<file path="src/hdl/nlkj_pkg.sv">
// Package for the nested-loop key join engine: sizes, operation and result codes,
// and the command type passed from the front end to the execution unit.
// No dependencies.
package nlkj_pkg;

    localparam int BUILD_ROWS  = 64;
    localparam int KEY_W       = 64;
    localparam int ROW_W       = 6;
    localparam int RAM_DEPTH   = 1 << ROW_W;
    localparam int CNT_W       = ROW_W + 1;
    localparam int PROW_W      = 9;
    localparam int OP_W        = 2;
    localparam int STATUS_W    = 2;
    localparam int QUEUE_DEPTH = 2;
    localparam int QUEUE_AW    = 1;
    localparam int FILL_W      = 2;

    localparam logic [OP_W-1:0] OP_CLEAR  = 2'd0;
    localparam logic [OP_W-1:0] OP_APPEND = 2'd1;
    localparam logic [OP_W-1:0] OP_PROBE  = 2'd2;
    localparam logic [OP_W-1:0] OP_NONE   = 2'd3;

    localparam logic [STATUS_W-1:0] ST_APPENDED  = 2'd0;
    localparam logic [STATUS_W-1:0] ST_FULL      = 2'd1;
    localparam logic [STATUS_W-1:0] ST_MATCHED   = 2'd2;
    localparam logic [STATUS_W-1:0] ST_UNMATCHED = 2'd3;

    typedef struct packed {
        logic [OP_W-1:0]   opcode;
        logic [KEY_W-1:0]  key;
        logic [PROW_W-1:0] probe_row;
    } cmd_t;

endpackage

</file>
<file path="src/hdl/nlkj_if.sv">
// Valid/ready channel interfaces for the join engine: the command channel and
// the result channel. Depends on nlkj_pkg.
interface nlkj_cmd_if;
    logic                       valid;
    logic                       ready;
    logic [nlkj_pkg::OP_W-1:0]   opcode;
    logic [nlkj_pkg::KEY_W-1:0]  key;
    logic [nlkj_pkg::PROW_W-1:0] probe_row;

    modport source (output valid, output opcode, output key, output probe_row, input ready);
    modport sink   (input valid, input opcode, input key, input probe_row, output ready);
endinterface

interface nlkj_res_if;
    logic                         valid;
    logic                         ready;
    logic [nlkj_pkg::STATUS_W-1:0] status;
    logic [nlkj_pkg::PROW_W-1:0]   left_row;
    logic [nlkj_pkg::ROW_W-1:0]    right_row;
    logic                         last;

    modport source (output valid, output status, output left_row, output right_row,
                    output last, input ready);
    modport sink   (input valid, input status, input left_row, input right_row,
                    input last, output ready);
endinterface

</file>
<file path="src/hdl/nlkj_ram.sv">
// Generic single-port-write, single-port-read RAM with a registered read port.
// Read data holds while no read is requested. No dependencies.
module nlkj_ram #(
    parameter int WIDTH = 64,
    parameter int DEPTH = 64
) (
    input  logic                                     clk,
    input  logic                                     wr_en,
    input  logic [(DEPTH > 1 ? $clog2(DEPTH) : 1)-1:0] wr_addr,
    input  logic [WIDTH-1:0]                         wr_data,
    input  logic                                     rd_en,
    input  logic [(DEPTH > 1 ? $clog2(DEPTH) : 1)-1:0] rd_addr,
    output logic [WIDTH-1:0]                         rd_data
);

    logic [WIDTH-1:0] mem_reg [DEPTH];
    logic [WIDTH-1:0] rd_data_reg;

    always_ff @(posedge clk)
    begin
        if (wr_en)
        begin
            mem_reg[wr_addr] <= wr_data;
        end
        if (rd_en)
        begin
            rd_data_reg <= mem_reg[rd_addr];
        end
    end

    assign rd_data = rd_data_reg;

endmodule

</file>
<file path="src/hdl/nlkj_front.sv">
// Front end of the join engine: takes command transfers, drops the unused
// opcode and queues the rest for the execution unit. Depends on nlkj_pkg, nlkj_if.
module nlkj_front (
    input  logic            clk,
    input  logic            rst_n,
    nlkj_cmd_if.sink        cmd,
    output logic            q_valid,
    output nlkj_pkg::cmd_t  q_head,
    input  logic            q_pop
);

    nlkj_pkg::cmd_t                       entries_reg [nlkj_pkg::QUEUE_DEPTH];
    logic [nlkj_pkg::QUEUE_AW-1:0]        wr_ptr_reg, wr_ptr_next;
    logic [nlkj_pkg::QUEUE_AW-1:0]        rd_ptr_reg, rd_ptr_next;
    logic [nlkj_pkg::FILL_W-1:0]          fill_reg, fill_next;
    logic                                 push;
    logic                                 pop;

    // A transfer is taken whenever the queue has room; the unused opcode is
    // consumed without entering the queue.
    assign cmd.ready = (fill_reg != nlkj_pkg::FILL_W'(nlkj_pkg::QUEUE_DEPTH));
    assign push      = cmd.valid && cmd.ready && (cmd.opcode != nlkj_pkg::OP_NONE);
    assign pop       = q_pop && q_valid;

    assign q_valid = (fill_reg != '0);
    assign q_head  = entries_reg[rd_ptr_reg];

    always_comb
    begin
        wr_ptr_next = wr_ptr_reg;
        rd_ptr_next = rd_ptr_reg;
        fill_next   = fill_reg;
        if (push)
        begin
            wr_ptr_next = wr_ptr_reg + 1'b1;
        end
        if (pop)
        begin
            rd_ptr_next = rd_ptr_reg + 1'b1;
        end
        if (push && !pop)
        begin
            fill_next = fill_reg + 1'b1;
        end
        else if (pop && !push)
        begin
            fill_next = fill_reg - 1'b1;
        end
    end

    always_ff @(posedge clk or negedge rst_n)
    begin
        if (!rst_n)
        begin
            wr_ptr_reg <= '0;
            rd_ptr_reg <= '0;
            fill_reg   <= '0;
        end
        else
        begin
            wr_ptr_reg <= wr_ptr_next;
            rd_ptr_reg <= rd_ptr_next;
            fill_reg   <= fill_next;
        end
    end

    always_ff @(posedge clk)
    begin
        if (push)
        begin
            entries_reg[wr_ptr_reg] <= '{opcode: cmd.opcode, key: cmd.key,
                                         probe_row: cmd.probe_row};
        end
    end

endmodule

</file>
<file path="src/hdl/nlkj_back.sv">
// Execution unit of the join engine: owns the build key store and row count,
// runs clear, append and probe scans, and drives the registered result channel.
// Depends on nlkj_pkg, nlkj_if and nlkj_ram.
module nlkj_back (
    input  logic            clk,
    input  logic            rst_n,
    input  logic            join_mode,
    input  logic            q_valid,
    input  nlkj_pkg::cmd_t  q_head,
    output logic            q_pop,
    nlkj_res_if.source      res
);

    localparam logic [0:0] S_IDLE = 1'b0;
    localparam logic [0:0] S_SCAN = 1'b1;

    logic [0:0]                      state_reg, state_next;
    logic [nlkj_pkg::CNT_W-1:0]      count_reg, count_next;
    logic [nlkj_pkg::CNT_W-1:0]      scan_idx_reg, scan_idx_next;
    logic                            cmp_valid_reg, cmp_valid_next;
    logic [nlkj_pkg::ROW_W-1:0]      cmp_idx_reg, cmp_idx_next;
    logic                            pend_valid_reg, pend_valid_next;
    logic [nlkj_pkg::ROW_W-1:0]      pend_idx_reg, pend_idx_next;
    logic [nlkj_pkg::KEY_W-1:0]      key_reg, key_next;
    logic [nlkj_pkg::PROW_W-1:0]     prow_reg, prow_next;

    logic                            out_valid_reg;
    logic [nlkj_pkg::STATUS_W-1:0]   out_status_reg;
    logic [nlkj_pkg::PROW_W-1:0]     out_left_reg;
    logic [nlkj_pkg::ROW_W-1:0]      out_right_reg;
    logic                            out_last_reg;

    logic                            emit;
    logic [nlkj_pkg::STATUS_W-1:0]   emit_status;
    logic [nlkj_pkg::PROW_W-1:0]     emit_left;
    logic [nlkj_pkg::ROW_W-1:0]      emit_right;
    logic                            emit_last;

    logic                            out_free;
    logic                            wr_en;
    logic                            rd_en;
    logic [nlkj_pkg::KEY_W-1:0]      rd_data;
    logic                            match;
    logic                            scan_done;

    nlkj_ram #(
        .WIDTH (nlkj_pkg::KEY_W),
        .DEPTH (nlkj_pkg::RAM_DEPTH)
    ) u_keys (
        .clk     (clk),
        .wr_en   (wr_en),
        .wr_addr (count_reg[nlkj_pkg::ROW_W-1:0]),
        .wr_data (q_head.key),
        .rd_en   (rd_en),
        .rd_addr (scan_idx_reg[nlkj_pkg::ROW_W-1:0]),
        .rd_data (rd_data)
    );

    assign out_free  = !out_valid_reg || res.ready;
    assign match     = cmp_valid_reg && (rd_data == key_reg);
    assign scan_done = (scan_idx_reg == count_reg) && !cmp_valid_reg;

    always_comb
    begin
        state_next      = state_reg;
        count_next      = count_reg;
        scan_idx_next   = scan_idx_reg;
        cmp_valid_next  = cmp_valid_reg;
        cmp_idx_next    = cmp_idx_reg;
        pend_valid_next = pend_valid_reg;
        pend_idx_next   = pend_idx_reg;
        key_next        = key_reg;
        prow_next       = prow_reg;
        q_pop           = 1'b0;
        wr_en           = 1'b0;
        rd_en           = 1'b0;
        emit            = 1'b0;
        emit_status     = nlkj_pkg::ST_APPENDED;
        emit_left       = '0;
        emit_right      = '0;
        emit_last       = 1'b0;

        unique case (state_reg)
            S_IDLE:
            begin
                if (q_valid && out_free)
                begin
                    q_pop = 1'b1;
                    unique case (q_head.opcode)
                        nlkj_pkg::OP_CLEAR:
                        begin
                            count_next = '0;
                        end
                        nlkj_pkg::OP_APPEND:
                        begin
                            emit      = 1'b1;
                            emit_last = 1'b1;
                            if (count_reg < nlkj_pkg::CNT_W'(nlkj_pkg::BUILD_ROWS))
                            begin
                                wr_en       = 1'b1;
                                emit_status = nlkj_pkg::ST_APPENDED;
                                emit_right  = count_reg[nlkj_pkg::ROW_W-1:0];
                                count_next  = count_reg + 1'b1;
                            end
                            else
                            begin
                                emit_status = nlkj_pkg::ST_FULL;
                            end
                        end
                        nlkj_pkg::OP_PROBE:
                        begin
                            key_next        = q_head.key;
                            prow_next       = q_head.probe_row;
                            scan_idx_next   = '0;
                            cmp_valid_next  = 1'b0;
                            pend_valid_next = 1'b0;
                            state_next      = S_SCAN;
                        end
                        default:
                        begin
                            // the front end never queues the unused opcode
                        end
                    endcase
                end
            end
            S_SCAN:
            begin
                if (scan_done)
                begin
                    // The held match, or the unmatched row in left mode, closes the probe.
                    if (pend_valid_reg)
                    begin
                        if (out_free)
                        begin
                            emit        = 1'b1;
                            emit_status = nlkj_pkg::ST_MATCHED;
                            emit_left   = prow_reg;
                            emit_right  = pend_idx_reg;
                            emit_last   = 1'b1;
                            state_next  = S_IDLE;
                        end
                    end
                    else if (join_mode)
                    begin
                        if (out_free)
                        begin
                            emit        = 1'b1;
                            emit_status = nlkj_pkg::ST_UNMATCHED;
                            emit_left   = prow_reg;
                            emit_last   = 1'b1;
                            state_next  = S_IDLE;
                        end
                    end
                    else
                    begin
                        state_next = S_IDLE;
                    end
                end
                else if (!(match && pend_valid_reg && !out_free))
                begin
                    rd_en          = (scan_idx_reg < count_reg);
                    cmp_valid_next = rd_en;
                    cmp_idx_next   = scan_idx_reg[nlkj_pkg::ROW_W-1:0];
                    if (rd_en)
                    begin
                        scan_idx_next = scan_idx_reg + 1'b1;
                    end
                    if (match)
                    begin
                        // A new match releases the previous one, which is then not last.
                        if (pend_valid_reg)
                        begin
                            emit        = 1'b1;
                            emit_status = nlkj_pkg::ST_MATCHED;
                            emit_left   = prow_reg;
                            emit_right  = pend_idx_reg;
                        end
                        pend_valid_next = 1'b1;
                        pend_idx_next   = cmp_idx_reg;
                    end
                end
            end
            default:
            begin
                state_next = S_IDLE;
            end
        endcase
    end

    always_ff @(posedge clk or negedge rst_n)
    begin
        if (!rst_n)
        begin
            state_reg      <= S_IDLE;
            count_reg      <= '0;
            scan_idx_reg   <= '0;
            cmp_valid_reg  <= 1'b0;
            pend_valid_reg <= 1'b0;
            out_valid_reg  <= 1'b0;
        end
        else
        begin
            state_reg      <= state_next;
            count_reg      <= count_next;
            scan_idx_reg   <= scan_idx_next;
            cmp_valid_reg  <= cmp_valid_next;
            pend_valid_reg <= pend_valid_next;
            if (emit)
            begin
                out_valid_reg <= 1'b1;
            end
            else if (res.ready)
            begin
                out_valid_reg <= 1'b0;
            end
        end
    end

    always_ff @(posedge clk)
    begin
        cmp_idx_reg  <= cmp_idx_next;
        pend_idx_reg <= pend_idx_next;
        key_reg      <= key_next;
        prow_reg     <= prow_next;
        if (emit)
        begin
            out_status_reg <= emit_status;
            out_left_reg   <= emit_left;
            out_right_reg  <= emit_right;
            out_last_reg   <= emit_last;
        end
    end

    assign res.valid     = out_valid_reg;
    assign res.status    = out_status_reg;
    assign res.left_row  = out_left_reg;
    assign res.right_row = out_right_reg;
    assign res.last      = out_last_reg;

endmodule

</file>
<file path="src/hdl/nested_loop_key_join_core.sv">
// An append's result appears in the cycle after it leaves the queue. A probe scans
// its stored keys one per cycle from the key memory while the result channel does not
// hold the scan back, and the execution unit takes no further command until the probe
// has finished its scan and issued any final result. Reset (rst_n, asynchronous,
// active low) empties the queue and the build table and selects inner join; the key
// memory itself is not cleared.
module nested_loop_key_join_core (
    input  logic        clk,
    input  logic        rst_n,
    nlkj_cmd_if.sink    cmd,
    nlkj_res_if.source  res,
    input  logic        cfg_we,
    input  logic        cfg_wdata
);

    // The join mode register: 0 gives an inner join, 1 a left outer join in which
    // a probe that finds no equal key returns one unmatched-left result.
    logic           join_mode_reg;

    // Queue head presented by the front end to the execution unit.
    logic           q_valid;
    nlkj_pkg::cmd_t q_head;
    logic           q_pop;

    always_ff @(posedge clk or negedge rst_n)
    begin
        if (!rst_n)
        begin
            join_mode_reg <= 1'b0;
        end
        else if (cfg_we)
        begin
            join_mode_reg <= cfg_wdata;
        end
    end

    // The front end takes a command transfer whenever its short queue has room, so
    // further commands keep arriving while a probe scan or a stalled result is
    // being worked through at the back.
    nlkj_front u_front (
        .clk     (clk),
        .rst_n   (rst_n),
        .cmd     (cmd),
        .q_valid (q_valid),
        .q_head  (q_head),
        .q_pop   (q_pop)
    );

    // The execution unit holds each match back by one so that the final result of
    // a probe can carry the last flag, and it drives the result register.
    nlkj_back u_back (
        .clk       (clk),
        .rst_n     (rst_n),
        .join_mode (join_mode_reg),
        .q_valid   (q_valid),
        .q_head    (q_head),
        .q_pop     (q_pop),
        .res       (res)
    );

endmodule

</file>
<file path="src/flat_wrapper.sv">
// flat-port wrapper written by rule: the top's interface ports become plain ports
module nested_loop_key_join_core_flat 
  (clk, rst_n, cfg_we, cfg_wdata, cmd_valid, cmd_opcode, cmd_key, cmd_probe_row, cmd_ready, res_valid, res_status, res_left_row, res_right_row, res_last, res_ready);
  nlkj_cmd_if cmd_i ();
  nlkj_res_if res_i ();
  input  logic clk;
  input  logic rst_n;
  input  logic cfg_we;
  input  logic cfg_wdata;
  input wire logic [$bits(cmd_i.valid)-1:0] cmd_valid;
  input wire logic [$bits(cmd_i.opcode)-1:0] cmd_opcode;
  input wire logic [$bits(cmd_i.key)-1:0] cmd_key;
  input wire logic [$bits(cmd_i.probe_row)-1:0] cmd_probe_row;
  output wire logic [$bits(cmd_i.ready)-1:0] cmd_ready;
  output wire logic [$bits(res_i.valid)-1:0] res_valid;
  output wire logic [$bits(res_i.status)-1:0] res_status;
  output wire logic [$bits(res_i.left_row)-1:0] res_left_row;
  output wire logic [$bits(res_i.right_row)-1:0] res_right_row;
  output wire logic [$bits(res_i.last)-1:0] res_last;
  input wire logic [$bits(res_i.ready)-1:0] res_ready;
  assign cmd_i.valid = cmd_valid;
  assign cmd_i.opcode = cmd_opcode;
  assign cmd_i.key = cmd_key;
  assign cmd_i.probe_row = cmd_probe_row;
  assign cmd_ready = cmd_i.ready;
  assign res_valid = res_i.valid;
  assign res_status = res_i.status;
  assign res_left_row = res_i.left_row;
  assign res_right_row = res_i.right_row;
  assign res_last = res_i.last;
  assign res_i.ready = res_ready;
  nested_loop_key_join_core u_core (.clk(clk), .rst_n(rst_n), .cmd(cmd_i), .res(res_i), .cfg_we(cfg_we), .cfg_wdata(cfg_wdata));
endmodule
</file>
<file path="config.mk">
export PLATFORM = sky130hd
export DESIGN_NAME = nested_loop_key_join_core_flat
export DESIGN_NICKNAME = d
export VERILOG_FILES = /design/src/hdl/nlkj_pkg.sv /design/src/hdl/nlkj_if.sv /design/src/hdl/nlkj_ram.sv /design/src/hdl/nlkj_front.sv /design/src/hdl/nlkj_back.sv /design/src/hdl/nested_loop_key_join_core.sv /design/src/flat_wrapper.sv
export SDC_FILE = /design/constraint.sdc
export NUM_CORES = 2
export LEC_CHECK = 0
export ABC_AREA = 1
export BUFFER_PORTS_ARGS = -buffer_cell sky130_fd_sc_hd__buf_4
export CELL_PAD_IN_SITES_DETAIL_PLACEMENT = 1
export CELL_PAD_IN_SITES_GLOBAL_PLACEMENT = 1
export CORE_ASPECT_RATIO = 1.1
export CORE_MARGIN = 5
export CORE_UTILIZATION = 53
export DETAILED_ROUTE_END_ITERATION = 10
export PLACE_DENSITY = 0.82
export SYNTH_ARGS = -nofsm -noshare
export SYNTH_HDL_FRONTEND = slang
export SYNTH_MEMORY_MAX_BITS = 65536
export SYNTH_SLANG_ARGS = --single-unit
</file>
<file path="constraint.sdc">
create_clock -name clk -period 5.74 [get_ports clk]
set_input_delay 1.148 -clock clk [delete_from_list [all_inputs] [get_ports clk]]
set_output_delay 1.148 -clock clk [all_outputs]
set_load 0.005 [all_outputs]
</file>
Word level (Yosys, flattened, before mapping)
Memories as Yosys holds them, arrays and structs flattened. A register that Yosys moved wholly into a read port is not among the register bits.
Index checks and enable logic that the tools add are counted.
{ "classes": {"add_sub_neg": 6, "order_cmp": 2, "n_eq_ne": 13, "n_mux": 82, "bitwise": 3, "n_reduce_logical": 28} }
{ "op_table": {"columns": ["operator", "n"], "rows": [
  ["$eq A64 B64 Y1", 1],
  ["$mux W9", 7],
  ["$mux W6", 9],
  ["$mux W7", 6],
  ["$mux W1", 41],
  ["$pmux W7 S2", 2],
  ["$mux W2", 10],
  ["$add A7 B1 Y7 const B", 2],
  ["$ne A2 B2 Y1 const B", 6],
  ["$pmux W6 S2", 1],
  ["$reduce_and A4 Y1", 3],
  ["$logic_and A1 B1 Y1", 10],
  ["$pmux W1 S2", 5],
  ["$reduce_and A5 Y1", 2],
  ["$reduce_bool A2 Y1", 4],
  ["$eq A7 B7 Y1", 1],
  ["$lt A7 B7 Y1", 1],
  ["$lt A7 B7 Y1 const B", 1],
  ["$ne A2 B1 Y1 const B", 3],
  ["$reduce_and A3 Y1", 2],
  ["$logic_not A1 Y1", 5],
  ["$pmux W2 S2", 1],
  ["$not A1 Y1", 3],
  ["$add A1 B1 Y1 const B", 2],
  ["other kinds (6)", 6]
]} }
{ "totals": {"register_bits": 126, "ramBits": 4246, "inputBits": 81, "out_inout_bits": 20, "elab_cells": 154, "n_memories": 2} }
{ "memory_table": {"columns": ["name", "depth", "width", "read_ports", "rd_ports_with_merged_regs", "write_ports", "line_no", "text"], "rows": [
  ["u_core.u_back.u_keys.mem_reg", 64, 64, 1, 1, 1, "nlkj_ram.sv:16", "logic [WIDTH-1:0] mem_reg [DEPTH];"],
  ["u_core.u_front.entries_reg", 2, 75, 1, 0, 1, "nlkj_front.sv:12", "nlkj_pkg::cmd_t entries_reg [nlkj_pkg::QUEUE_DEPTH];"]
]} }

Depth between registers and ports, before layout
{ "logic_depth": {"ltp_word": 9, "mapped_depth": 15, "ltp_nobuf": 14} }

Modules after synthesis
Synthesis repeated with hierarchy kept, for this count alone.
{ "unflattened": {"cells_unflattened": 14510, "hier_area_um2": 177904.4} }
{ "modules_own_cells": {"columns": ["mod", "instances", "cells_each", "area_each_um2", "seq_area_each_um2"], "rows": [
  ["nlkj_ram", 1, 13406, 166001.7, 124919.8],
  ["nlkj_back", 1, 675, 6158.4, 3543.4],
  ["nlkj_front", 1, 424, 5704.2, 4604.4],
  ["nested_loop_key_join_core", 1, 5, 40.0, 25.0]
]} }

Worst setup path before layout
Ideal clock, no wire load.
{ "synth_timing": {"path_type": "input -> register", "start": "input res_ready", "end": "memory u_core.u_back.u_keys.mem_reg[0][0], enable pin", "setup_ps": 487, "arrival_time_ps": 5011, "required_time_ps": 5253, "path_slack_ps": 242, "cell_stages": 10, "n_path_buf": 0, "path_cell_list": "nor2_1 > inv_1 > o21ai_0 > nor2_2 > nand2_1 > nor2_1 > inv_2 > nor2_4 > nand4_1 > nor2_1"} }
{ "synth_via": {"elab_chain_len": 6} }
{ "synth_rtl": {"columns": ["item", "line_no", "text"], "rows": [
  ["start: declaration", "flat_wrapper.sv:20", "input wire logic [$bits(res_i.ready)-1:0] res_ready;"],
  ["$logic_or A1 B1 Y1", "nlkj_back.sv:59", "assign out_free = !out_valid_reg || res.ready;"],
  ["$logic_and A1 B1 Y1", "nlkj_back.sv:86", "if (q_valid && out_free)"],
  ["$mux W1", "nlkj_back.sv:86", null],
  ["$mux W1", "nlkj_back.sv:83", "unique case (state_reg)"],
  ["$mux W1", "nlkj_ram.sv:21", "if (wr_en)"],
  ["$mux W1 (implied by the code)", "nlkj_ram.sv:23", "mem_reg[wr_addr] <= wr_data;"],
  ["end: declaration", "nlkj_ram.sv:16", null]
]} }
No other way between the ends.

Worst setup path after layout
{ "layout_timing": {"start": "register u_core.u_back.scan_idx_reg[0] (netlist bit)", "end": "register u_core.u_back.u_keys.rd_data_reg[2] (netlist: u_core.u_back.u_keys.rd_data[2]) (read register of u_core.u_back.u_keys.mem_reg) (data pin)"} }
{ "layout_via": {"elab_chain_len": 4, "word_cells_on_any_way": 6, "classes_between": "order compare: 1; eq/ne: 1; mux: 3; reduce/logical: 1"} }
{ "layout_rtl": {"columns": ["item", "line_no", "text"], "rows": [
  ["start: declaration", "nlkj_back.sv:19", "logic [nlkj_pkg::CNT_W-1:0] scan_idx_reg, scan_idx_next;"],
  ["start signal: assignment", "nlkj_back.sv:205", "scan_idx_reg <= scan_idx_next;"],
  ["$lt A7 B7 Y1 or $eq A7 B7 Y1 (tied branches)", "nlkj_back.sv:161, nlkj_back.sv:61", null],
  ["$mux W1 or $logic_and A1 B1 Y1 (tied branches)", "nlkj_back.sv:159, nlkj_back.sv:61", null],
  ["$mux W1", "nlkj_back.sv:128", "if (scan_done)"],
  ["$mux W1", "nlkj_back.sv:83", null],
  ["end: declaration", "nlkj_ram.sv:17", "logic [WIDTH-1:0] rd_data_reg;"]
]} }
Several ways; a longest one is shown, not always the timed one.
A chain may end at the register's enable or synchronous reset.

==> summary.md <==
| Metric | Value |
|---|---|
| P&R area growth vs syn | 12.3% |
| Fin crit share | approximately three quarters |
| Num rows | 220 |
| Final setup fails | 0 |
| Largest family of logic cells by synthesized area | compound AO/OA/AOI/OAI gates |
| Power share of the combinational group | between 30 and 40% |
| Compound-Gate Fraction of Synth Area | under 10% |
| CORE AREA | about 330000 µm² |
| Leak pwr | 62.8 nW |
| #FFs+latches synth | between 4k and 5k |
| Post-synthesis simple-gate area fraction | under 10% |
| DRC viols | 0 |
| Worst setup EP type | register |
| Skew final | between 0.06 and 0.07 ns |
| Clock power frac | between 20% and 30% |
| 1st-pass router iterations | 8 |
| Starting Density | between 50 and 60% |
| Post-synthesis mux area share | roughly 2.2% |
| Max FFs per register | between 4k and 5k |
| Avg Cell Area, Syn | 14.3 µm² |
| CTS tree | yes |
| First-pass GRT wire length | roughly 870 mm |
| Max-cap violation count | 0 |
| Remaining antenna violation count after routing | 0 |
| Footprint of the multi-input gates | approximately 37000 µm² |
| HPWL Detailed | 336 mm |
| Sequential fraction of the synthesis area | between 70% and 80% |
| Initial antenna violation count | 27 |
| CTS H-tree lvls | 5 |
| Critical Path Source Type | register |
| Synth cell count leaders | edfxtp_1, nor2_1, o21ai_0, nand2_1, o32ai_1 |
| Required @ worst endpoint | roughly 6.6 ns |
| Buffers on Ports | 100 |
| Yosys Warn Count | 0 |
| Tmin final | roughly 4.3 ns |
| TritonCTS buffer count | between 400 and 500 |
| Hold buffer count at cts | 0 |
| Maximum VDD drop | 0.000793 V |
| Clk pin slew, worst setup/hold paths | roughly 0.07 ns |
| Clock Latency Late Sink | between 1 and 1.5 ns |
| Synth Area in XOR/XNOR | 0.126% |
| Final setup margin | around 1.5 ns |
| Final Hold Fails | 0 |
| Root Driver | clkbuf_16 |
| Die Y-Extent | around 610 µm |
| Largest net degree at the start of global routing | 190 |
| RSZ-0062 raised after global routing | no |
| Drt wl/cell | 36.4 µm |
| DIE AREA | about 340000 µm² |
| Yosys top cell by area | edfxtp_1 |
| Register area | ~130000 µm² |
| 1st-iter DRT viols | 19.2k |
| Status | finished clean |
| Layout cells sized above 1 | roughly 10% |
| Number of synthesized flops with an enable pin | ~4.4k |
| Relative slew slack | 16.7% |
| Worst slew pin tran | 1.25 ns |
| Hold slack final | roughly 0.045 ns |
| Via count | between 100k and 150k |
| Tot GR Track Use | around 35% |
| CTS resizes | 0 |
| Top-Level Pins | around 100 |
| Via/cell ratio | ~7 |
| Synth Flop Type | edfxtp_1 |
| Sw Ratio | around 39% |
| Post-Syn Instances | ~12k |
| Adder-cell area share of the yosys netlist | less than 1% |
| Arrival time worst endpoint | slightly above 5 ns |
| Cell Pwr Density | 544 nW/µm² |
| Gpl congestion | slightly above 0.9 |
| GRT overflow | 0 |
| Die Wd | between 500 and 600 µm |
| Crit Path Max Fanout | 165 |
| Fillers | 30.1k |
| Achievable Freq | between 200 and 250 MHz |
| Net Count, Synth | between 10k and 15k |
| Mapped cell area | around 170000 µm² |
| Final #Nets | about 12k |
| Clock buffer depth | 4 |
| Final wirelength | approximately 600 mm |
| Clk sinks | roughly 4.4k |
| Async S/R FF share, synth | 0.518% |
| Setup TNS | 0 ns |
| Power share of the sequential group | between 40% and 50% |
| Fin. max-slew vios | 0 |
| Synth cell types | between 40 and 50 |
| Top-count cell post-synth | edfxtp_1 |
| Switching pwr | approximately 41 mW |
| Vias in the first global route | 122k |
| Yosys top cell area share | between 70 and 80% |
| Internal power | approximately 65 mW |
| Largest cells by area after synthesis | edfxtp_1, nor2_1, o21ai_0 |
| Critical path type | register to register |
| # Post-CTS Setup Buffers | 0 |
| Worst hold path class | input port to asynchronous set/reset pin |
| Place WS | roughly 1.0 ns |
[layout by cell type (no fill, tap or decap), types with 9 or more instances in the layout]
cell type | netlist | routed
edfxtp_1 | 4413 | 4413
nor2_1 | 2442 | 2374
o21ai_0 | 1069 | 1069
nand2_1 | 725 | 661
o32ai_1 | 607 | 606
nand3_1 | 560 | 553
clkbuf_16 | 0 | 431
mux2i_1 | 388 | 388
o221ai_1 | 371 | 371
buf_4 | 22 | 334
a21oi_1 | 268 | 268
o211ai_1 | 141 | 141
inv_1 | 126 | 121
buf_12 | 0 | 119
clkinv_1 | 2 | 95
clkinv_2 | 1 | 95
clkbuf_1 | 530 | 72
nor2_4 | 1 | 69
bufinv_16 | 0 | 43
nand2_2 | 0 | 40
nand4_1 | 31 | 31
nand2_4 | 0 | 24
clkinvlp_4 | 0 | 22
o22ai_1 | 18 | 18
dfrtp_1 | 23 | 17
xnor2_1 | 15 | 15
diode_2 | 0 | 10
xor2_1 | 10 | 10
ha_1 | 10 | 10
a21boi_0 | 9 | 9
[layer usage]
metal | up-vias | wire length [µm] | global-route usage (%)
li1 | 46100 | - | -
met1 | 59200 | 201000 | 43.0
met2 | 9955 | 285000 | 56.1
met3 | 2372 | 73500 | 8.00
met4 | 18 | 54300 | 25.6
met5 | - | 107 | 0
[power groups by stage]
stage          combinational [mW]  sequential, mW  clock [mW]
2_1_floorplan                18.0            42.4           0
3_3_place_gp                 30.6            42.8           0
3_5_place_dp                 32.8            42.8           0
4_1_cts                      33.7            42.2        28.6
5_1_grt                      35.7            42.3        30.3
6_report                     34.9            42.3        28.6
[cell families (layout without fill, tap and decap cells)]
family                   after synthesis  count (layout)
flip-flops                          4436            4436
AND/OR/NAND/NOR                     3782            3782
AO/OA/AOI/OAI                       2496            2496
buffers and inverters                976            1371
multiplexers                         388             388
XOR/XNOR                              25              25
adder cells (fa/ha/maj)               10              10
other                                  0              10
[through the flow]
step / util (%) / std cells / area [µm²] / power (mW)
2_1_floorplan: - / 12100 / 173000 / 60.5
3_3_place_gp: 55.4 / 16100 / 181000 / 73.4
3_5_place_dp: 55.4 / 16100 / 181000 / 75.7
4_1_cts: 59.7 / 16800 / 194000 / 104
5_1_grt: 59.7 / 16800 / 194000 / 108
6_report: 59.7 / 16800 / 194000 / 106
[layout make-up]
type                    count  area share (%)
repair buffers            453            2.51
inverters                 132           0.282
clock buffers             507            5.71
diodes                     10          0.0129
clock inverters           279            1.40
well taps                4329            2.78
multi-input cells        6701            18.9
flip-flops and latches   4436            68.4
[final timing paths]
path | depth (start not counted) | endpoint | startpoint | slack [ns]
setup / recovery | 8 | u_core.u_back.u_keys.rd_data[2] | u_core.u_back.scan_idx_reg[0] | 1.45
hold / removal | 1 | u_core.u_back.pend_valid_reg | rst_n | 0.05
max in group asynchronous | 1 | u_core.u_back.scan_idx_reg[4] | rst_n | 5.38
setup reg to reg | 8 | u_core.u_back.u_keys.rd_data[2] | u_core.u_back.scan_idx_reg[0] | 1.45
hold reg to reg | 0 | u_core.u_back.pend_idx_reg[1] | u_core.u_back.cmp_idx_reg[1] | 0.42
min in group clk | 1 | u_core.u_front.entries_reg[0][15] | cmd_key[6] | 0.30
[critical path, stage by stage (launching register included)]
cell      delay [ns]
dfrtp_4         0.76
inv_16          0.64
buf_12          0.67
nor2_1          0.14
o32ai_1         0.75
o211ai_1        0.21
nand3_1         0.13
nand3_1         0.15
nand2_1         0.30
Power figures use the tool's default switching activity.
